File: src/rtl/core/mtl_pkg.sv
// Shared types, constants and character-class helpers for the Makefile lexer.
// No dependencies; every other file in rtl/core except mtl_if imports this package.
package mtl_pkg;

  localparam int LINE_WIDTH = 16;
  localparam int LINE_OUT_W = 16;
  localparam int GRP_SLOTS  = 3;
  localparam int Q_DEPTH    = 4;
  localparam int Q_PTR_W    = $clog2(Q_DEPTH);

  typedef enum logic [3:0] {
    K_WORD   = 4'd0,
    K_VAR    = 4'd1,
    K_AUTO   = 4'd2,
    K_STR    = 4'd3,
    K_ASSIGN = 4'd4,
    K_COLON  = 4'd5,
    K_TAB    = 4'd6,
    K_ENDL   = 4'd7,
    K_ERR    = 4'd8
  } tok_kind_t;

  typedef enum logic [1:0] {
    E_UNRECOG  = 2'd0,
    E_BAD_VAR  = 2'd1,
    E_NL_STR   = 2'd2,
    E_BAD_ESC  = 2'd3
  } err_kind_t;

  typedef enum logic [3:0] {
    M_IDLE, M_WORD, M_COMMENT, M_BSL, M_COLON, M_DOLLAR, M_VAR, M_VPOST,
    M_STR, M_STR_ESC, M_STR_DOLLAR, M_STR_VAR, M_STR_VPOST
  } mode_t;

  typedef struct packed {
    tok_kind_t kind;
    logic      st;
    logic      en;
    logic      hb;
    logic [7:0] b;
    logic      sv;
    logic      ss;
    logic [1:0] ac;
    err_kind_t ek;
  } res_t;

  // Results of one source byte, at most three, all on one line.
  typedef struct packed {
    res_t [GRP_SLOTS-1:0]  r;
    logic [1:0]            cnt;
    logic [LINE_OUT_W-1:0] line;
  } grp_t;

  typedef struct packed {
    logic full;
    logic empty;
  } q_stat_t;

  typedef struct packed {
    logic      put;
    res_t      res;
    mode_t     mode;
    logic      seg_clr;
    logic      inc;
    logic      halt;
  } disp_t;

  localparam logic [7:0] CH_SP = 8'h20, CH_TAB = 8'h09, CH_NL = 8'h0a, CH_CR = 8'h0d;
  localparam logic [7:0] CH_HASH = 8'h23, CH_BSL = 8'h5c, CH_DOL = 8'h24;
  localparam logic [7:0] CH_DQ = 8'h22, CH_SQ = 8'h27, CH_EQ = 8'h3d, CH_COL = 8'h3a;
  localparam logic [7:0] CH_LP = 8'h28, CH_RP = 8'h29, CH_AT = 8'h40;
  localparam logic [7:0] CH_LT = 8'h3c, CH_CARET = 8'h5e;

  function automatic logic is_word(logic [7:0] c);
    return (c >= 8'h61 && c <= 8'h7a) || (c >= 8'h41 && c <= 8'h5a) ||
           (c >= 8'h30 && c <= 8'h39) || c == 8'h5f || c == 8'h2e || c == 8'h25 ||
           c == 8'h2f || c == 8'h2d || c == 8'h2c || c == CH_AT || c == CH_SQ;
  endfunction

  // Bit 2 flags a match; low bits carry the auto variable code.
  function automatic logic [2:0] auto_of(logic [7:0] c);
    logic [2:0] a;
    a = 3'b000;
    if (c == CH_AT)    a = 3'b100;
    if (c == CH_LT)    a = 3'b101;
    if (c == CH_CARET) a = 3'b110;
    return a;
  endfunction

  // Bit 8 flags a known escape; low bits carry the decoded byte.
  function automatic logic [8:0] unescape(logic [7:0] c);
    logic [8:0] u;
    u = '0;
    case (c)
      CH_DQ, CH_SQ, CH_BSL, CH_HASH: u = {1'b1, c};
      8'h6e:                         u = {1'b1, CH_NL};
      8'h72:                         u = {1'b1, CH_CR};
      8'h74:                         u = {1'b1, CH_TAB};
      default:                       u = '0;
    endcase
    return u;
  endfunction

  function automatic res_t mk(tok_kind_t k, logic st, logic en, logic hb, logic [7:0] b,
                              logic sv, logic ss, logic [1:0] ac, err_kind_t ek);
    res_t r;
    r.kind = k;
    r.st   = st;
    r.en   = en;
    r.hb   = hb;
    r.b    = hb ? b : 8'h00;
    r.sv   = sv;
    r.ss   = ss;
    r.ac   = ac;
    r.ek   = ek;
    return r;
  endfunction

  // Action for the first byte of a new token.
  function automatic disp_t dispatch(logic [7:0] c);
    disp_t d;
    d.put     = 1'b0;
    d.res     = mk(K_WORD, 1'b0, 1'b0, 1'b0, 8'h00, 1'b0, 1'b0, 2'd0, E_UNRECOG);
    d.mode    = M_IDLE;
    d.seg_clr = 1'b0;
    d.inc     = 1'b0;
    d.halt    = 1'b0;
    if (c == CH_SP) begin
      d.mode = M_IDLE;
    end else if (c == CH_HASH) begin
      d.mode = M_COMMENT;
    end else if (c == CH_BSL) begin
      d.mode = M_BSL;
    end else if (is_word(c)) begin
      d.put  = 1'b1;
      d.res  = mk(K_WORD, 1'b1, 1'b0, 1'b1, c, 1'b0, 1'b0, 2'd0, E_UNRECOG);
      d.mode = M_WORD;
    end else if (c == CH_DOL) begin
      d.mode = M_DOLLAR;
    end else if (c == CH_DQ) begin
      d.put     = 1'b1;
      d.res     = mk(K_STR, 1'b1, 1'b0, 1'b0, 8'h00, 1'b0, 1'b0, 2'd0, E_UNRECOG);
      d.seg_clr = 1'b1;
      d.mode    = M_STR;
    end else if (c == CH_EQ) begin
      d.put = 1'b1;
      d.res = mk(K_ASSIGN, 1'b1, 1'b1, 1'b0, 8'h00, 1'b0, 1'b0, 2'd0, E_UNRECOG);
    end else if (c == CH_COL) begin
      d.mode = M_COLON;
    end else if (c == CH_TAB) begin
      d.put = 1'b1;
      d.res = mk(K_TAB, 1'b1, 1'b1, 1'b0, 8'h00, 1'b0, 1'b0, 2'd0, E_UNRECOG);
    end else if (c == CH_NL) begin
      d.put = 1'b1;
      d.res = mk(K_ENDL, 1'b1, 1'b1, 1'b0, 8'h00, 1'b0, 1'b0, 2'd0, E_UNRECOG);
      d.inc = 1'b1;
    end else begin
      d.put  = 1'b1;
      d.res  = mk(K_ERR, 1'b1, 1'b1, 1'b0, 8'h00, 1'b0, 1'b0, 2'd0, E_UNRECOG);
      d.halt = 1'b1;
    end
    return d;
  endfunction

endpackage

File: src/rtl/core/mtl_if.sv
// Valid/ready channel interfaces for the lexer: source bytes in, token events out.
// Plain logic payloads; no package dependency.
interface mtl_src_if;
  logic       valid;
  logic       ready;
  logic [7:0] in_byte;
  logic       end_of_source;

  modport source (output valid, in_byte, end_of_source, input ready);
  modport sink   (input valid, in_byte, end_of_source, output ready);
endinterface

interface mtl_tok_if;
  logic        valid;
  logic        ready;
  logic [3:0]  token_kind;
  logic        starts_token;
  logic        ends_token;
  logic        has_byte;
  logic [7:0]  char_byte;
  logic        segment_is_var;
  logic        segment_start;
  logic [1:0]  auto_code;
  logic [15:0] line_number;
  logic [1:0]  error_kind;
  logic        last;

  modport source (output valid, token_kind, starts_token, ends_token, has_byte, char_byte,
                  segment_is_var, segment_start, auto_code, line_number, error_kind, last,
                  input ready);
  modport sink   (input valid, token_kind, starts_token, ends_token, has_byte, char_byte,
                  segment_is_var, segment_start, auto_code, line_number, error_kind, last,
                  output ready);
endinterface

File: src/rtl/core/mtl_front.sv
// Front end: accepts source bytes, runs the lexer state machine, packs results.
// Depends on mtl_pkg and mtl_src_if.
module mtl_front (
  input  logic            clk,
  input  logic            rst,
  mtl_src_if.sink         src,
  input  mtl_pkg::q_stat_t qs,
  output logic            push,
  output mtl_pkg::grp_t   push_grp
);
  import mtl_pkg::*;

  mode_t                 mode, mode_next;
  logic [LINE_WIDTH-1:0] line_count, line_count_next;
  logic                  halted, halted_next;
  logic                  seg_open, seg_open_next;
  logic                  name_seen, name_seen_next;

  res_t [GRP_SLOTS-1:0]  r;
  logic [1:0]            n;
  logic                  acc, fin, err, do_disp, in_str, inc;
  err_kind_t             ek;
  disp_t                 d;
  logic [7:0]            c;
  logic [2:0]            au;
  logic [8:0]            ue;
  tok_kind_t             kk;
  logic [31:0]           line_wide;

  assign src.ready = !qs.full;
  assign acc       = src.valid && src.ready;
  assign c         = src.in_byte;
  assign fin       = src.end_of_source;
  assign au        = auto_of(c);
  assign ue        = unescape(c);
  assign d         = dispatch(c);
  assign line_wide = 32'(line_count);

  always_comb begin
    r              = '0;
    n              = 2'd0;
    mode_next      = mode;
    halted_next    = halted;
    seg_open_next  = seg_open;
    name_seen_next = name_seen;
    inc            = 1'b0;
    err            = 1'b0;
    ek             = E_UNRECOG;
    do_disp        = 1'b0;
    in_str         = (mode == M_STR_VAR) || (mode == M_STR_VPOST);
    kk             = in_str ? K_STR : K_VAR;
    if (!halted) begin
      unique case (mode)
        M_IDLE: do_disp = 1'b1;
        M_WORD: begin
          if (is_word(c)) begin
            r[n] = mk(K_WORD, 1'b0, 1'b0, 1'b1, c, 1'b0, 1'b0, 2'd0, E_UNRECOG);
            n = n + 2'd1;
          end else begin
            r[n] = mk(K_WORD, 1'b0, 1'b1, 1'b0, 8'h00, 1'b0, 1'b0, 2'd0, E_UNRECOG);
            n = n + 2'd1;
            do_disp = 1'b1;
          end
        end
        M_COMMENT: if (c == CH_NL) do_disp = 1'b1;
        M_BSL: begin
          if (c == CH_NL) begin
            inc       = 1'b1;
            mode_next = M_IDLE;
          end else begin
            err = 1'b1;
            ek  = E_UNRECOG;
          end
        end
        M_COLON: begin
          if (c == CH_EQ) begin
            r[n] = mk(K_ASSIGN, 1'b1, 1'b1, 1'b0, 8'h00, 1'b0, 1'b0, 2'd0, E_UNRECOG);
            n = n + 2'd1;
            mode_next = M_IDLE;
          end else begin
            r[n] = mk(K_COLON, 1'b1, 1'b1, 1'b0, 8'h00, 1'b0, 1'b0, 2'd0, E_UNRECOG);
            n = n + 2'd1;
            do_disp = 1'b1;
          end
        end
        M_DOLLAR: begin
          mode_next = M_IDLE;
          if (c == CH_LP) begin
            name_seen_next = 1'b0;
            mode_next      = M_VAR;
          end else if (au[2]) begin
            r[n] = mk(K_AUTO, 1'b1, 1'b1, 1'b0, 8'h00, 1'b0, 1'b0, au[1:0], E_UNRECOG);
            n = n + 2'd1;
          end else if (is_word(c)) begin
            r[n] = mk(K_VAR, 1'b1, 1'b1, 1'b1, c, 1'b0, 1'b0, 2'd0, E_UNRECOG);
            n = n + 2'd1;
          end else if (c == CH_SP) begin
            r[n] = mk(K_WORD, 1'b1, 1'b1, 1'b0, 8'h00, 1'b0, 1'b0, 2'd0, E_UNRECOG);
            n = n + 2'd1;
          end else if (c == CH_DOL || c == CH_NL) begin
            r[n] = mk(K_WORD, 1'b1, 1'b1, 1'b1, CH_DOL, 1'b0, 1'b0, 2'd0, E_UNRECOG);
            n = n + 2'd1;
          end else begin
            err = 1'b1;
            ek  = E_BAD_VAR;
          end
        end
        M_VAR, M_STR_VAR, M_VPOST, M_STR_VPOST: begin
          if ((mode == M_VAR || mode == M_STR_VAR) && !name_seen) begin
            if (c == CH_SP) begin
              mode_next = mode;
            end else if (!is_word(c)) begin
              err = 1'b1;
              ek  = E_BAD_VAR;
            end else begin
              r[n] = mk(kk, !in_str, 1'b0, 1'b1, c, in_str, in_str, 2'd0, E_UNRECOG);
              n = n + 2'd1;
              name_seen_next = 1'b1;
            end
          end else if ((mode == M_VAR || mode == M_STR_VAR) && is_word(c)) begin
            r[n] = mk(kk, 1'b0, 1'b0, 1'b1, c, in_str, 1'b0, 2'd0, E_UNRECOG);
            n = n + 2'd1;
          end else if (c == CH_SP) begin
            mode_next = in_str ? M_STR_VPOST : M_VPOST;
          end else if (c != CH_RP) begin
            err = 1'b1;
            ek  = E_BAD_VAR;
          end else if (in_str) begin
            seg_open_next = 1'b0;
            mode_next     = M_STR;
          end else begin
            r[n] = mk(K_VAR, 1'b0, 1'b1, 1'b0, 8'h00, 1'b0, 1'b0, 2'd0, E_UNRECOG);
            n = n + 2'd1;
            mode_next = M_IDLE;
          end
        end
        M_STR: begin
          if (c == CH_NL) begin
            err = 1'b1;
            ek  = E_NL_STR;
          end else if (c == CH_DQ) begin
            r[n] = mk(K_STR, 1'b0, 1'b1, 1'b0, 8'h00, 1'b0, 1'b0, 2'd0, E_UNRECOG);
            n = n + 2'd1;
            mode_next = M_IDLE;
          end else if (c == CH_DOL) begin
            mode_next = M_STR_DOLLAR;
          end else if (c == CH_BSL) begin
            mode_next = M_STR_ESC;
          end else begin
            r[n] = mk(K_STR, 1'b0, 1'b0, 1'b1, c, 1'b0, !seg_open, 2'd0, E_UNRECOG);
            n = n + 2'd1;
            seg_open_next = 1'b1;
          end
        end
        M_STR_ESC: begin
          if (!ue[8]) begin
            err = 1'b1;
            ek  = E_BAD_ESC;
          end else begin
            r[n] = mk(K_STR, 1'b0, 1'b0, 1'b1, ue[7:0], 1'b0, !seg_open, 2'd0, E_UNRECOG);
            n = n + 2'd1;
            seg_open_next = 1'b1;
            mode_next     = M_STR;
          end
        end
        M_STR_DOLLAR: begin
          if (c == CH_LP) begin
            name_seen_next = 1'b0;
            mode_next      = M_STR_VAR;
          end else if (au[2]) begin
            r[n] = mk(K_STR, 1'b0, 1'b0, 1'b0, 8'h00, 1'b1, 1'b1, au[1:0], E_UNRECOG);
            n = n + 2'd1;
            seg_open_next = 1'b0;
            mode_next     = M_STR;
          end else if (is_word(c)) begin
            r[n] = mk(K_STR, 1'b0, 1'b0, 1'b1, c, 1'b1, 1'b1, 2'd0, E_UNRECOG);
            n = n + 2'd1;
            seg_open_next = 1'b0;
            mode_next     = M_STR;
          end else begin
            err = 1'b1;
            ek  = E_BAD_VAR;
          end
        end
        default: begin
          err = 1'b1;
          ek  = E_UNRECOG;
        end
      endcase

      // A new token starts with this byte.
      if (do_disp) begin
        mode_next = d.mode;
        if (d.put) begin
          r[n] = d.res;
          n = n + 2'd1;
        end
        if (d.seg_clr) seg_open_next = 1'b0;
        if (d.inc)     inc = 1'b1;
        if (d.halt)    halted_next = 1'b1;
      end

      if (err) begin
        r[n] = mk(K_ERR, 1'b1, 1'b1, 1'b0, 8'h00, 1'b0, 1'b0, 2'd0, ek);
        n = n + 2'd1;
        halted_next = 1'b1;
        mode_next   = M_IDLE;
      end

      // Close whatever is still open at the end of the source.
      if (fin && !halted_next) begin
        case (mode_next)
          M_WORD: begin
            r[n] = mk(K_WORD, 1'b0, 1'b1, 1'b0, 8'h00, 1'b0, 1'b0, 2'd0, E_UNRECOG);
            n = n + 2'd1;
          end
          M_BSL: begin
            r[n] = mk(K_ERR, 1'b1, 1'b1, 1'b0, 8'h00, 1'b0, 1'b0, 2'd0, E_UNRECOG);
            n = n + 2'd1;
          end
          M_COLON: begin
            r[n] = mk(K_COLON, 1'b1, 1'b1, 1'b0, 8'h00, 1'b0, 1'b0, 2'd0, E_UNRECOG);
            n = n + 2'd1;
          end
          M_DOLLAR: begin
            r[n] = mk(K_WORD, 1'b1, 1'b1, 1'b1, CH_DOL, 1'b0, 1'b0, 2'd0, E_UNRECOG);
            n = n + 2'd1;
          end
          M_VAR, M_VPOST, M_STR_DOLLAR, M_STR_VAR, M_STR_VPOST: begin
            r[n] = mk(K_ERR, 1'b1, 1'b1, 1'b0, 8'h00, 1'b0, 1'b0, 2'd0, E_BAD_VAR);
            n = n + 2'd1;
          end
          M_STR: begin
            r[n] = mk(K_STR, 1'b0, 1'b1, 1'b0, 8'h00, 1'b0, 1'b0, 2'd0, E_UNRECOG);
            n = n + 2'd1;
          end
          M_STR_ESC: begin
            r[n] = mk(K_ERR, 1'b1, 1'b1, 1'b0, 8'h00, 1'b0, 1'b0, 2'd0, E_BAD_ESC);
            n = n + 2'd1;
          end
          default: ;
        endcase
      end
    end

    line_count_next = line_count;
    if (inc && (line_count != '1)) line_count_next = line_count + LINE_WIDTH'(1);

    push          = acc && (n != 2'd0);
    push_grp.r    = r;
    push_grp.cnt  = n;
    push_grp.line = line_wide[LINE_OUT_W-1:0];
  end

  always_ff @(posedge clk) begin
    if (rst || (acc && fin)) begin
      mode       <= M_IDLE;
      line_count <= LINE_WIDTH'(1);
      halted     <= 1'b0;
      seg_open   <= 1'b0;
      name_seen  <= 1'b0;
    end else if (acc) begin
      mode       <= mode_next;
      line_count <= line_count_next;
      halted     <= halted_next;
      seg_open   <= seg_open_next;
      name_seen  <= name_seen_next;
    end
  end

endmodule

File: src/rtl/core/mtl_queue.sv
// Short queue of result groups between the front end and the output stage.
// Depends on mtl_pkg.
module mtl_queue (
  input  logic             clk,
  input  logic             rst,
  input  logic             push,
  input  mtl_pkg::grp_t    push_grp,
  input  logic             pop,
  output mtl_pkg::grp_t    head,
  output mtl_pkg::q_stat_t qs
);
  import mtl_pkg::*;

  grp_t               mem [Q_DEPTH];
  logic [Q_PTR_W-1:0] wr_ptr, rd_ptr;
  logic [Q_PTR_W:0]   count;

  assign head     = mem[rd_ptr];
  assign qs.full  = (count == (Q_PTR_W+1)'(Q_DEPTH));
  assign qs.empty = (count == '0);

  always_ff @(posedge clk) begin
    if (push) mem[wr_ptr] <= push_grp;
  end

  always_ff @(posedge clk) begin
    if (rst) begin
      wr_ptr <= '0;
      rd_ptr <= '0;
      count  <= '0;
    end else begin
      if (push) wr_ptr <= wr_ptr + Q_PTR_W'(1);
      if (pop)  rd_ptr <= rd_ptr + Q_PTR_W'(1);
      if (push && !pop)      count <= count + (Q_PTR_W+1)'(1);
      else if (pop && !push) count <= count - (Q_PTR_W+1)'(1);
    end
  end

endmodule

File: src/rtl/core/mtl_back.sv
// Output stage: walks the results of the head group, one per cycle unless tok stalls, into a register.
// Depends on mtl_pkg and mtl_tok_if.
module mtl_back (
  input  logic             clk,
  input  logic             rst,
  input  mtl_pkg::grp_t    head,
  input  mtl_pkg::q_stat_t qs,
  output logic             pop,
  mtl_tok_if.source        tok
);
  import mtl_pkg::*;

  logic [1:0] idx;
  logic       load, is_last;
  res_t       cur;

  assign load    = !tok.valid || tok.ready;
  assign cur     = head.r[idx];
  assign is_last = (idx == head.cnt - 2'd1);
  assign pop     = load && !qs.empty && is_last;

  always_ff @(posedge clk) begin
    if (rst) begin
      tok.valid <= 1'b0;
      idx       <= 2'd0;
    end else if (load) begin
      tok.valid <= !qs.empty;
      if (!qs.empty) idx <= is_last ? 2'd0 : idx + 2'd1;
    end
  end

  always_ff @(posedge clk) begin
    if (load && !qs.empty) begin
      tok.token_kind     <= cur.kind;
      tok.starts_token   <= cur.st;
      tok.ends_token     <= cur.en;
      tok.has_byte       <= cur.hb;
      tok.char_byte      <= cur.b;
      tok.segment_is_var <= cur.sv;
      tok.segment_start  <= cur.ss;
      tok.auto_code      <= cur.ac;
      tok.line_number    <= head.line;
      tok.error_kind     <= cur.ek;
      tok.last           <= is_last;
    end
  end

endmodule

File: src/rtl/core/makefile_token_lexer.sv
// Top level of the Makefile token lexer: front end, result queue, output stage.
// Depends on mtl_pkg, mtl_if, mtl_front, mtl_queue and mtl_back.
//
// Usage:
//   src carries one source byte per transaction (in_byte, end_of_source).
//   tok carries token events; a byte causes zero to three events, the last
//   one flagged with last. Bytes that cause nothing (spaces, comment text,
//   held characters after ':', '$' or a backslash) produce no transaction.
//   end_of_source flushes pending tokens and returns the lexer to its
//   starting state, line one, for the next source.
// Path: the first event of a byte is written into the queue by the front end
//   and then loaded into the output register before it leaves tok.
// Throughput: src takes one byte per cycle unless the queue is full; tok
//   gives one event per cycle unless tok.ready is low. The four-group queue
//   absorbs fan-out bytes; the single output register sets the event rate.
// Reset (rst, synchronous): empty the queue, drop the output, line count one.
// Stall: when tok.ready is low the output register holds its event; the queue
//   keeps filling, and src.ready drops only when all four groups are taken.
// After an error event the lexer ignores bytes until end_of_source.
module makefile_token_lexer (
  input logic       clk,
  input logic       rst,
  mtl_src_if.sink   src,
  mtl_tok_if.source tok
);
  import mtl_pkg::*;

  grp_t    push_grp, head;
  q_stat_t qs;
  logic    push, pop;

  // Classify bytes and build one result group per byte that yields results.
  mtl_front u_front (
    .clk      (clk),
    .rst      (rst),
    .src      (src),
    .qs       (qs),
    .push     (push),
    .push_grp (push_grp)
  );

  // Decouple byte intake from event delivery.
  mtl_queue u_queue (
    .clk      (clk),
    .rst      (rst),
    .push     (push),
    .push_grp (push_grp),
    .pop      (pop),
    .head     (head),
    .qs       (qs)
  );

  // Serialize each group into single events.
  mtl_back u_back (
    .clk  (clk),
    .rst  (rst),
    .head (head),
    .qs   (qs),
    .pop  (pop),
    .tok  (tok)
  );

endmodule

File: src/flat_wrapper.sv
// flat-port wrapper written by rule: the top's interface ports become plain ports
module makefile_token_lexer_flat import mtl_pkg::*;
  (clk, rst, src_valid, src_in_byte, src_end_of_source, src_ready, tok_valid, tok_token_kind, tok_starts_token, tok_ends_token, tok_has_byte, tok_char_byte, tok_segment_is_var, tok_segment_start, tok_auto_code, tok_line_number, tok_error_kind, tok_last, tok_ready);
  mtl_src_if src_i ();
  mtl_tok_if tok_i ();
  input logic clk;
  input logic rst;
  input wire logic [$bits(src_i.valid)-1:0] src_valid;
  input wire logic [$bits(src_i.in_byte)-1:0] src_in_byte;
  input wire logic [$bits(src_i.end_of_source)-1:0] src_end_of_source;
  output wire logic [$bits(src_i.ready)-1:0] src_ready;
  output wire logic [$bits(tok_i.valid)-1:0] tok_valid;
  output wire logic [$bits(tok_i.token_kind)-1:0] tok_token_kind;
  output wire logic [$bits(tok_i.starts_token)-1:0] tok_starts_token;
  output wire logic [$bits(tok_i.ends_token)-1:0] tok_ends_token;
  output wire logic [$bits(tok_i.has_byte)-1:0] tok_has_byte;
  output wire logic [$bits(tok_i.char_byte)-1:0] tok_char_byte;
  output wire logic [$bits(tok_i.segment_is_var)-1:0] tok_segment_is_var;
  output wire logic [$bits(tok_i.segment_start)-1:0] tok_segment_start;
  output wire logic [$bits(tok_i.auto_code)-1:0] tok_auto_code;
  output wire logic [$bits(tok_i.line_number)-1:0] tok_line_number;
  output wire logic [$bits(tok_i.error_kind)-1:0] tok_error_kind;
  output wire logic [$bits(tok_i.last)-1:0] tok_last;
  input wire logic [$bits(tok_i.ready)-1:0] tok_ready;
  assign src_i.valid = src_valid;
  assign src_i.in_byte = src_in_byte;
  assign src_i.end_of_source = src_end_of_source;
  assign src_ready = src_i.ready;
  assign tok_valid = tok_i.valid;
  assign tok_token_kind = tok_i.token_kind;
  assign tok_starts_token = tok_i.starts_token;
  assign tok_ends_token = tok_i.ends_token;
  assign tok_has_byte = tok_i.has_byte;
  assign tok_char_byte = tok_i.char_byte;
  assign tok_segment_is_var = tok_i.segment_is_var;
  assign tok_segment_start = tok_i.segment_start;
  assign tok_auto_code = tok_i.auto_code;
  assign tok_line_number = tok_i.line_number;
  assign tok_error_kind = tok_i.error_kind;
  assign tok_last = tok_i.last;
  assign tok_i.ready = tok_ready;
  makefile_token_lexer u_core (.clk(clk), .rst(rst), .src(src_i), .tok(tok_i));
endmodule
File: config.mk
export PLATFORM = sky130hd
export DESIGN_NAME = makefile_token_lexer_flat
export DESIGN_NICKNAME = d
export VERILOG_FILES = /design/src/rtl/core/mtl_pkg.sv /design/src/rtl/core/mtl_if.sv /design/src/rtl/core/mtl_front.sv /design/src/rtl/core/mtl_queue.sv /design/src/rtl/core/mtl_back.sv /design/src/rtl/core/makefile_token_lexer.sv /design/src/flat_wrapper.sv
export SDC_FILE = /design/constraint.sdc
export NUM_CORES = 1
export LEC_CHECK = 0
export BUFFER_PORTS_ARGS = -buffer_cell sky130_fd_sc_hd__buf_2
export CORE_MARGIN = 8
export CORE_UTILIZATION = 35
export DETAILED_ROUTE_END_ITERATION = 6
export HOLD_SLACK_MARGIN = 0.08
export PLACE_DENSITY = 0.62
export SYNTH_ARGS = -nofsm -noshare
export SYNTH_HDL_FRONTEND = slang
export SYNTH_SLANG_ARGS = --single-unit
File: constraint.sdc
create_clock -name clk -period 18.3 [get_ports clk]
set_input_delay 3.66 -clock clk [delete_from_list [all_inputs] [get_ports clk]]
set_output_delay 3.66 -clock clk [all_outputs]
set_load 0.005 [all_outputs]
Yosys cells after proc, flatten, opt, wreduce, memory -nomap -nowiden. Memory sizes are Yosys's and may differ from the RTL's. A register that Yosys moved wholly into a read port is not among the register bits. Cells that the tools add are included.

Flip-flop bits (word level): 71. Latch bits: 0. RAM bits: 324. Bits in read-only memories: 0. Bits of input ports: 13. Output and inout bits: 40. Word-level logic and storage cells: 377. Memories: 1.

Memory list: u_core.u_queue.mem (words 4, width 81, read ports 1, clocked after memory_dff 1, wr ports 1, line mtl_queue.sv:14) `grp_t mem [Q_DEPTH];`.

$add $sub $neg: 10. $mul: 0. Div/mod/pow operators: 0. Magnitude comparators: 13. Equality and inequality tests: 54. Shift-type cells: 0. Muxes and demuxes: 198. Bitwise logic cells: 23. Reduce and logical (&&, ||, !) cells: 57.

Operators by type and width (number): two-way mux 63 bit (7); case mux 63 bit (7 select lines) (1); two-way mux 19 bit (13); two-way mux 22 bit (7); two-way mux 21 bit (7); case mux 21 bit (7 select lines) (1); bitwise mux 63 bit (2); demux 21 bit (select 2 bit) (3); equality test 8 x 6 -> 1 bit, second input constant (14); bitwise AND 54 bit (2); NOT 54 bit (2); bitwise AND 51 bit (2); NOT 51 bit (2); bitwise AND 48 bit (2); NOT 48 bit (2); two-way mux 4 bit (23); two-way mux 18 bit (5); two-way mux 1 bit (76); bitwise AND 60 bit (1); NOT 60 bit (1); equality test 8 x 7 -> 1 bit, second input constant (7); two-way mux 2 bit (26); two-way mux 26 bit (2); binary-select mux 21 bit (select 2 bit) (1); 49 further kinds (146).

Logic depth before layout (Yosys ltp). Gate-level depths: netlist of the first run.

Depth after elaboration: 34. Mapped depth: 21. Depth with buffers taken out: 19.

Cells and area by module. From an unflattened synthesis of the first run, not the netlist that was laid out.

Cell total of the unflattened synthesis: 1160. Area, all modules: 17904.7 µm².

By module, submodules not included: mtl_queue (times used 1, cells each 467, area an instance 12197.9 µm², seq. area each 9909.5 µm²); mtl_front (times used 1, cells each 562, area an instance 3953.8 µm², seq. area each 460.4 µm²); mtl_back (times used 1, cells each 131, area an instance 1752.9 µm², seq. area each 1201.2 µm²).

Worst setup path after synthesis of the first run. OpenSTA, ideal clock, no wires.

Path kind: input to register. From: input src_in_byte[7]. To: memory u_core.u_queue.mem[0][0] (netlist name), enable pin. Library setup time: 0.430 ns. Arrival time: 9.034 ns. Required time: 17.870 ns. Slack: 8.836 ns. Stages on the path: 16. Path through: buf_2 -> or4b_4 -> buf_4 -> nor3_4 -> nor2_1 -> a221oi_1 -> and4_1 -> nand3_1 -> ha_1 -> nor2_1 -> a31oi_1 -> ha_1 -> o21ai_0 -> ha_1 -> a311oi_4 -> and2_1.

Cells in the longest elaborated chain, start to end: 32. Elaborated cells on any way between the ends: 166. Classes of those cells: 3 x add/sub; 6 x order compare; 35 x eq/ne; 101 x mux; 21 x reduce/logical.

Ends and longest elaborated chain: from (decl) (line flat_wrapper.sv:9) `input wire logic [$bits(src_i.in_byte)-1:0] src_in_byte;`; greater-or-equal comparator 8 x 7 -> 1 bit / less-or-equal comparator 8 x 7 -> 1 bit (equally long branches) (line mtl_pkg.sv:75) `return (c >= 8'h61 && c <= 8'h7a) || (c >= 8'h41 && c <= 8'h5a) ||`; logical AND 1 bit (line mtl_pkg.sv:75); logical OR 1 bit (2 in series) (line mtl_pkg.sv:75); logical OR 1 bit (4 in series) (line mtl_pkg.sv:76) `(c >= 8'h30 && c <= 8'h39) || c == 8'h5f || c == 8'h2e || c == 8'h25 ||`; logical OR 1 bit (4 in series) (line mtl_pkg.sv:77) `c == 8'h2f || c == 8'h2d || c == 8'h2c || c == CH_AT || c == CH_SQ;`; two-way mux 1 bit, or another cell as far along (line mtl_front.sv:112, mtl_front.sv:175); two-way mux 2 bit, or another cell as far along (line mtl_front.sv:170) `end else if (au[2]) begin`; two-way mux 2 bit, or another cell as far along (line mtl_front.sv:167) `if (c == CH_LP) begin`; [10 not listed]; two-way mux 2 bit; two-way mux 2 bit (*) (line mtl_front.sv:211) `if (fin && !halted_next) begin`; two-way mux 2 bit (*) (line mtl_front.sv:52) `if (!halted) begin`; nonzero test 2 bit (*) (line mtl_front.sv:249) `push = acc && (n != 2'd0);`; logical AND 1 bit (*) (line mtl_front.sv:249); named net u_core.push (line makefile_token_lexer.sv:30) `logic push, pop;`; two-way mux 1 bit (*) (line mtl_queue.sv:23) `if (push) mem[wr_ptr] <= push_grp;`; two-way mux 1 bit (not written as such) (*) (line mtl_queue.sv:23); to (decl) (line mtl_queue.sv:14).

Mark *: on every way through the listed nets, which the timed path passes. The rest lies on a longest branch. The select of a mux whose other input is x is not followed.

Final worst setup path of the first run.
From: input src_in_byte[4]. To: memory u_core.u_queue.mem[3][74] (netlist name), enable pin.

Same word-level chain as after synthesis.

==> results of run 1 <==
[final timing paths]
kind                                                        endpoint  slack, ps  depth (start not counted)                                  from
worst max-delay path             u_core.u_queue.mem[3][74]$_DFFE_PP_       8640                         16                        src_in_byte[4]
worst min register to register  u_core.u_back.tok.valid$_SDFFE_PP0N_        500                          2  u_core.u_back.tok.valid$_SDFFE_PP0N_
worst max register to register   u_core.u_queue.mem[3][74]$_DFFE_PP_      11840                         15   u_core.u_front.mode[0]$_SDFFE_PP0P_
worst min-delay path            u_core.u_back.tok.valid$_SDFFE_PP0N_        500                          2  u_core.u_back.tok.valid$_SDFFE_PP0N_
[state kept, by name, summed over array words and instances, names as in the netlist, 2 cells and up, named ones only]
| name | cells |
|---|---|
| u_core.u_back.tok.auto_code | 2 |
| u_core.u_queue.mem | 260 |
| u_core.u_queue.wr_ptr | 2 |
| u_core.u_back.idx | 2 |
| u_core.u_back.tok.char_byte | 8 |
| u_core.u_front.mode | 4 |
| u_core.u_back.tok.error_kind | 2 |
| u_core.u_front.line_count | 16 |
| u_core.u_back.tok.line_number | 16 |
| u_core.u_back.tok.token_kind | 4 |
| u_core.u_queue.count | 3 |
| u_core.u_queue.rd_ptr | 2 |
[where the power goes]
part           switching, W  internal [W]  leakage [nW]  total [W]
sequential        0.0000447      0.000981          3.15    0.00103
combinational      0.000255      0.000180          1.95   0.000435
clock              0.000280      0.000407         0.543   0.000687
total              0.000580       0.00157          5.64    0.00215
[routing by layer]
layer	up-vias	routed length (um)	part of all wire
met5	-	0	0
met4	0	922	0.025
met3	59	2040	0.056
met2	276	17300	0.48
met1	4696	16000	0.44
li1	4230	-	-
[per-stage QoR]
stage | util | hold slack, ps
after floorplan | - | 461
after global placement | 0.373 | 483
after detailed placement | 0.373 | 500
after CTS | 0.399 | 505
after global routing | 0.399 | 537
final | 0.399 | 502
[synthesized netlist by cell type, drive strengths merged (4+ instances only)]
library cell and instances:
clkbuf 43, a221oi 5, a21o 5, a22oi 6, a31o 4, xnor2 14
and3b 4, ha 13, or2 10, nor2b 8, mux4 65, buf 18
nor3b 10, a211oi 7, dfxtp 35, nor3 31, nand2b 14, nor2 87
nand3b 7, mux2i 18, o21ai 33, o31ai 13, nand3 25, o21a 6
nand4 4, a31oi 8, nor4 13, o22ai 10, a32oi 5, edfxtp 298
inv 27, xor2 9, or3 14, or4 5, nand2 58, and2 16
a21oi 49
[cells by family after synthesis]
family / after synthesis / share of synthesized area
multiplexers: 85 / 0.110
adder cells (fa/ha/maj): 14 / 0.0121
AND/OR/NAND/NOR: 326 / 0.116
AO/OA/AOI/OAI: 184 / 0.0872
buffers and inverters: 88 / 0.0229
XOR/XNOR: 23 / 0.0133
other: 1 / 0.000248
flip-flops: 333 / 0.638
[worst max-delay path, cell delays in order]
cell	delay, ps
buf_2	190
or4b_1	740
nor3_1	510
o21ai_0	250
a221oi_1	390
and4_1	340
nand3_1	190
ha_1	340
nor2_1	40
a31oi_1	430
ha_1	320
o21ai_0	300
ha_1	340
a311oi_4	400
and2_2	700
buf_4	600
[area by class of cell]
class | count | share of cell area
inverters | 27 | 0.00592
multi-input cells | 636 | 0.301
well taps | 585 | 0.0427
clock inverters | 13 | 0.00730
repair buffers | 67 | 0.0218
clock buffers | 51 | 0.0577
flip-flops and latches | 333 | 0.564
==> results.toml, run 1 <==
[floorplan]
core_area_um2 = 42900
start_util = 0.353
num_rows = 76
io_pins = 53
die_x_um = 224
die_area_um2 = 50100
fp.dieH_um = 224

[clock_network]
clock_latency_ps = 510
clock_sinks = 333
cts_resized = 0
postCtsSetupBuffers = 0
clkTransAtPathRegs_ps = 60
numCtsBuffers = 37
htree_levels = 2
cts.root.buffer_cell = "clkbuf_16"
hold_buffers = 0
cts_tree = "done"
cts_max_path_buffers = 3

[synth]
yosysTopAreaCellShare = 0.592
netlist_area_um2 = 15100
synthArstFlopShare = 0
yosysSeqAreaShare = 0.638
ys_ff_latch = 333
synth_cell_types = 95
syn_avg_cell_area_um2 = 14.3
synth_ff_type = "edfxtp_1"
yosys.area.top_type = "edfxtp_1"
synth.area.top_cells = "edfxtp_1 (59%), mux4_2 (9.7%), dfxtp_1 (4.6%)"
synth_edf_count = 298
ys_warn_count = 0
synth_cells = 1054

[sta]
hold_viol = 0
period_needed_ps = 9660
setup_ws_ps = 8640
rsz0062_at_grt = "false"
worst_pin_slew_ps = 1130
max_clock_freq_mhz = 103
skew_ps = 17.8
relSlewSlack = 0.227
finalSetupTns_ps = 0
slew_viol_final = 0
setup_viol = 0
period_share = 0.528

[placed_design]
gp_congestion = 0.931
post_dp_cell_area_um2 = 16000
dpl_worst_slack_ps = 8180
port_buffers = 52
hpwl_um = 23800
place_inst = 1648

[worst_setup_path]
critPathRequiredTime_ps = 18440
crit_type = "in -> reg"
path_max_fanout = 39
cp-end-kind = "flip-flop"
cp.arrival_ps = 9800
worst_setup_path_start_kind = "primary input"

[outcome]
status = "finished, final reports clean"

[finish]
layout.cells.non_filler = 1712
final_common_cell = "edfxtp_1"
n_antenna_cell = 0
final_cell_mix = "edfxtp_1 (298), nor2_1 (86), mux4_2 (65)"
drive_gt1_frac = 0.195
nets = 1129
fin_area_um2 = 17100
area_growth_pct = 13.3
final-seq-area_um2 = 9650
n_fill_cell = 3982
multiInputGateArea_um2 = 5160

[hold_path]
hold_path_class = "reg -> reg"

[grt]
grt_max_degree = 66
grt.met2_usage = 0.233
use_met3 = 0.0254
globalRouteOverflowTotal = 0
gr-usage-all-layers = 0.142
top_usage_layer = "met2"
grt_first_pass_wirelength_um = 55900
grt_pass1_vias = 9178
antenna_found_initial = 0
grtUsageMet1 = 0.190

[route]
vias_per_cell = 5.41
drtAntennaViolNets = 0
drtIter0Drc = 931
drc = 0
wl_per_cell_um = 21.2
totalWireLength_um = 36300
route.vias.total = 9261
drt_first_pass_iters = 6

[run]
cap_violations = 0

[pwr]
power_leakage_nw = 5.64
totalPowerFinal_w = 0.00215
ir_worst_vdd_uv = 61.6
power_density_nw_per_um2 = 125
Power figures use the tool's default switching activity.
==> inputs of run 2 (changes only) <==
PLACE_DENSITY = 0.64   (was 0.62)
clock period = 8.6 ns   (was 18.3 ns; I/O delays follow)
==> results.toml, run 2 (same netlist as run 1, synthesis figures left out) <==
[floorplan]
fp.dieH_um = 224
core_area_um2 = 42900
die_area_um2 = 50100
num_rows = 76
start_util = 0.353
io_pins = 53
die_x_um = 224

[finish]
area_growth_pct = 14.3
top_regs = "u_core.u_queue.mem (260), u_core.u_back.tok.line_number (16), u_core.u_front.line_count (16)"
n_antenna_cell = 0
final_common_cell = "edfxtp_1"
drive_gt1_frac = 0.205
final_cell_mix = "edfxtp_1 (298), nor2_1 (86), mux4_2 (65)"
n_fill_cell = 3981
nets = 1137
largest_reg_flops = 260
largest_register = "u_core.u_queue.mem"

[worst_setup_path]
path_max_fanout = 13
crit_top_cell = "ha_1"
crit_type = "in -> reg"
worst_setup_path_start_kind = "primary input"
critPathRequiredTime_ps = 9050
slowest_stage = "or4b_1"
path_cells = "buf_2 > or4b_1 > nor3_1 > o21ai_0 > a221oi_1 > and4_1 > nand3_1 > ha_1 > nor2_1 > a31oi_1 > ha_1 > o21ai_0 > ha_1 > a311oi_4 > ha_1 > inv_1 > fa_1 > xor2_1 > or3_1 > a21oi_1"
cp-end-kind = "flip-flop"
cpPeakStageDelay_ps = 730
cp.arrival_ps = 7620

[pwr]
p_sw_w = 0.00128
p_int_w = 0.00338
power_leakage_nw = 5.73
power_density_nw_per_um2 = 269
power_frac_clock = 0.326
seqPwrFrac = 0.470
swShare = 0.274
p_comb_frac = 0.204
ir_worst_vdd_uv = 134

[clock_network]
htree_levels = 2
clock_sinks = 333
postCtsSetupBuffers = 0
cts_tree = "done"
clkTransAtPathRegs_ps = 60
hold_buffers = 0
clock_latency_ps = 530
numCtsBuffers = 37
cts.root.buffer_cell = "clkbuf_16"
cts_resized = 0
cts_max_path_buffers = 3

[grt]
grt_max_degree = 47
antenna_found_initial = 0
gr-usage-all-layers = 0.146
globalRouteOverflowTotal = 0
grt_first_pass_wirelength_um = 56800
grt_pass1_vias = 9520

[sta]
worst_pin_slew_ps = 1080
period_share = 0.834
slew_viol_final = 0
skew_ps = 24.0
whs_ps = 512
setup_ws_ps = 1430
relSlewSlack = 0.282
setup_viol = 0
period_needed_ps = 7170
hold_viol = 0
rsz0062_at_grt = "false"
max_clock_freq_mhz = 139
finalSetupTns_ps = 0

[route]
wl_met1_um = 15800
route.vias.total = 9303
wl_met2_um = 17900
drc = 0
vias_per_cell = 5.40
wl_per_cell_um = 21.5
totalWireLength_um = 37100
dr_wl_met3_um = 1920
drtAntennaViolNets = 0
routed.top_layer = "met4"
drt_first_pass_iters = 5
drtIter0Drc = 730

[placed_design]
hpwl_um = 25300
gp_congestion = 0.938
dpl_worst_slack_ps = 923
port_buffers = 52

[outcome]
status = "finished, final reports clean"

[run]
cap_violations = 0

[hold_path]
hold_path_class = "reg -> reg"
-- run 2: cell type report --
cell class	count	area, um2	share of cell area
repair buffers	75	483	0.0279
clock buffers	57	1070	0.0621
inverters	27	101	0.00586
multi-input cells	636	5160	0.298
flip-flops and latches	333	9650	0.558
clock inverters	11	93.8	0.00543
well taps	585	732	0.0423
-- run 2: per-layer routing --
metal,vias to the layer above,global-route usage
met5,-,0
met4,0,0.0603
met3,84,0.0276
met2,282,0.243
met1,4691,0.184
li1,4246,-
-- run 2: stage by stage --
step / total power (W) / instance area [um2] / utilization / cells
after floorplan: 0.00282 / 15100 / - / 1057
after global placement: 0.00319 / 16100 / 0.376 / 1656
after detailed placement: 0.00321 / 16100 / 0.376 / 1656
after CTS: 0.00472 / 17300 / 0.403 / 1724
after global routing: 0.00487 / 17300 / 0.403 / 1724
final: 0.00466 / 17300 / 0.403 / 1724
-- run 2: final timing paths --
check | from | to | slack (ps) | cells past startpoint
max reg2reg | u_core.u_front.mode[0]$_SDFFE_PP0P_ | u_core.u_queue.count[2]$_SDFFE_PP0P_ | 2510 | 19
min | u_core.u_queue.rd_ptr[1]$_SDFFE_PP0P_ | flip-flop | 510 | 2
max | src_in_byte[4] | u_core.u_queue.count[2]$_SDFFE_PP0P_ | 1430 | 20
min reg2reg | u_core.u_queue.rd_ptr[1]$_SDFFE_PP0P_ | flip-flop | 510 | 2
-- run 2: power groups by stage --
stage / logic [W] / clock network (W) / registers, W
floorplan: 0.000627 / 0 / 0.00220
global placement: 0.000964 / 0 / 0.00222
detailed placement: 0.000978 / 0 / 0.00223
CTS: 0.000981 / 0.00155 / 0.00220
global route: 0.00105 / 0.00161 / 0.00221
finish: 0.000950 / 0.00152 / 0.00219
-- run 2: critical path: cells and delay by family --
kind                     cells  cell delay [ps]
AO/OA/AOI/OAI                6             1760
XOR/XNOR                     1              180
buffers and inverters        2              260
AND/OR/NAND/NOR              6             2020
adder cells (fa/ha/maj)      5             1690
==> inputs of run 3 (changes only) <==
PLACE_DENSITY = 0.62   (was 0.64)
clock period = 7.17 ns   (was 8.6 ns; I/O delays follow)
==> results.toml, run 3 (same netlist as run 1, synthesis figures left out) <==
[finish]
fin_util = 0.408
largest_register = "u_core.u_queue.mem"
final_cell_mix = "edfxtp_1 (298), nor2_1 (86), mux4_2 (65)"
fin_area_um2 = 17500
drive_gt1_frac = 0.216
nets = 1151
area_growth_pct = 15.7
n_fill_cell = 3927
n_antenna_cell = 0
largest_reg_flops = 260
top_regs = "u_core.u_queue.mem (260), u_core.u_back.tok.line_number (16), u_core.u_front.line_count (16)"
final_common_cell = "edfxtp_1"

[placed_design]
post_dp_cell_area_um2 = 16200
gp_congestion = 0.931
hpwl_um = 24900
port_buffers = 52

[clock_network]
cts_max_path_buffers = 3
hold_buffers = 0
htree_levels = 2
cts_resized = 0
clock_sinks = 333
clock_latency_ps = 520
numCtsBuffers = 36
cts.root.buffer_cell = "clkbuf_16"
cts_tree = "done"
clkTransAtPathRegs_ps = 60
postCtsSetupBuffers = 0

[floorplan]
core_area_um2 = 42900
num_rows = 76
fp.dieH_um = 224
start_util = 0.353
die_area_um2 = 50100
die_x_um = 224
io_pins = 53

[hold_path]
hold_path_class = "reg -> reg"
holdPathEnd = "u_core.u_back.tok.valid$_SDFFE_PP0N_"
min_from = "u_core.u_back.tok.valid$_SDFFE_PP0N_"
min_path_cells = 2

[pwr]
power_density_nw_per_um2 = 327
ir_worst_vdd_uv = 211
power_leakage_nw = 5.84

[route]
vias_per_cell = 5.37
drtIter0Drc = 683
totalWireLength_um = 37100
drt_first_pass_iters = 5
drtAntennaViolNets = 0
wl_per_cell_um = 21.4
drc = 0
route.vias.total = 9319

[worst_setup_path]
rr_startpoint = "u_core.u_front.mode[3]$_SDFFE_PP0P_"
crit_type = "in -> reg"
cp-end-kind = "flip-flop"
rr_endpoint = "u_core.u_queue.count[2]$_SDFFE_PP0P_"
path_max_fanout = 17
critPathRequiredTime_ps = 7610
startpoint = "src_in_byte[6]"
cp.arrival_ps = 6880
worst_setup_path_start_kind = "primary input"
ff2ff_setup_slack_ps = 1560
rr_worst_depth = 18

[grt]
grt_pass1_vias = 9379
gr-usage-all-layers = 0.147
grt_max_degree = 66
antenna_found_initial = 0
grt_first_pass_wirelength_um = 57700
globalRouteOverflowTotal = 0

[sta]
slew_viol_final = 0
max_clock_freq_mhz = 155
hold_viol = 0
worst_pin_slew_ps = 1090
setup_viol = 0
whs_ps = 502
relSlewSlack = 0.254
rsz0062_at_grt = "false"
period_needed_ps = 6440
period_share = 0.899
finalSetupTns_ps = 0
skew_ps = 26.7

[outcome]
status = "finished, final reports clean"

[run]
cap_violations = 0
-- run 3: worst max-delay path: stages --
cell      delay [ps]
buf_2            270
or4b_1           230
buf_4            170
nor2_1            80
or3_1            420
o31ai_1          420
and4_1           370
nand3_1          200
ha_1             340
nor2_1            40
a31oi_1          220
ha_1             260
o21ai_0          290
ha_1             340
a311oi_4         410
ha_1             270
inv_1             70
fa_1             420
xor2_1           180
or3_1            300
a21oi_1          140
-- run 3: layer usage --
layer,routed length [um],global-route usage,part of all wire,up-vias
met2,17900,0.244,0.48,291
met1,16000,0.193,0.43,4668
met5,0,0,0,-
met4,1160,0.0486,0.031,0
li1,-,-,-,4276
met3,2040,0.0269,0.055,84
-- run 3: report_power, final --
part           internal [W]  switching [W]  total, W
clock               0.00125       0.000729   0.00198
combinational      0.000477       0.000652   0.00113
sequential          0.00250       0.000126   0.00263
-- run 3: per-stage QoR --
| step | setup slack [ps] | instances | power (W) |
|---|---|---|---|
| after floorplan | 596 | 1057 | 0.00338 |
| after global placement | 257 | 1671 | 0.00381 |
| after detailed placement | 265 | 1671 | 0.00384 |
| after CTS | 777 | 1735 | 0.00582 |
| after global routing | 293 | 1735 | 0.00600 |
| final | 727 | 1735 | 0.00573 |
-- run 3: final cells by class --
cell class	count	area (um2)	share of cell area
multi-input cells	636	5160	0.295
well taps	585	732	0.0418
clock inverters	18	295	0.0169
repair buffers	90	596	0.0340
clock buffers	46	970	0.0554
inverters	27	101	0.00579
flip-flops and latches	333	9650	0.552
-- run 3: worst max-delay path by stage --
stage	to	slack [ps]	cells after the start
after floorplan	u_core.u_queue.count[2]$_SDFFE_PP0P_	600	21
after global placement	u_core.u_queue.count[2]$_SDFFE_PP0P_	260	20
after detailed placement	u_core.u_queue.count[2]$_SDFFE_PP0P_	270	20
after CTS	u_core.u_queue.count[2]$_SDFFE_PP0P_	780	20
after global routing	u_core.u_queue.count[2]$_SDFFE_PP0P_	290	20
final	u_core.u_queue.count[2]$_SDFFE_PP0P_	730	21
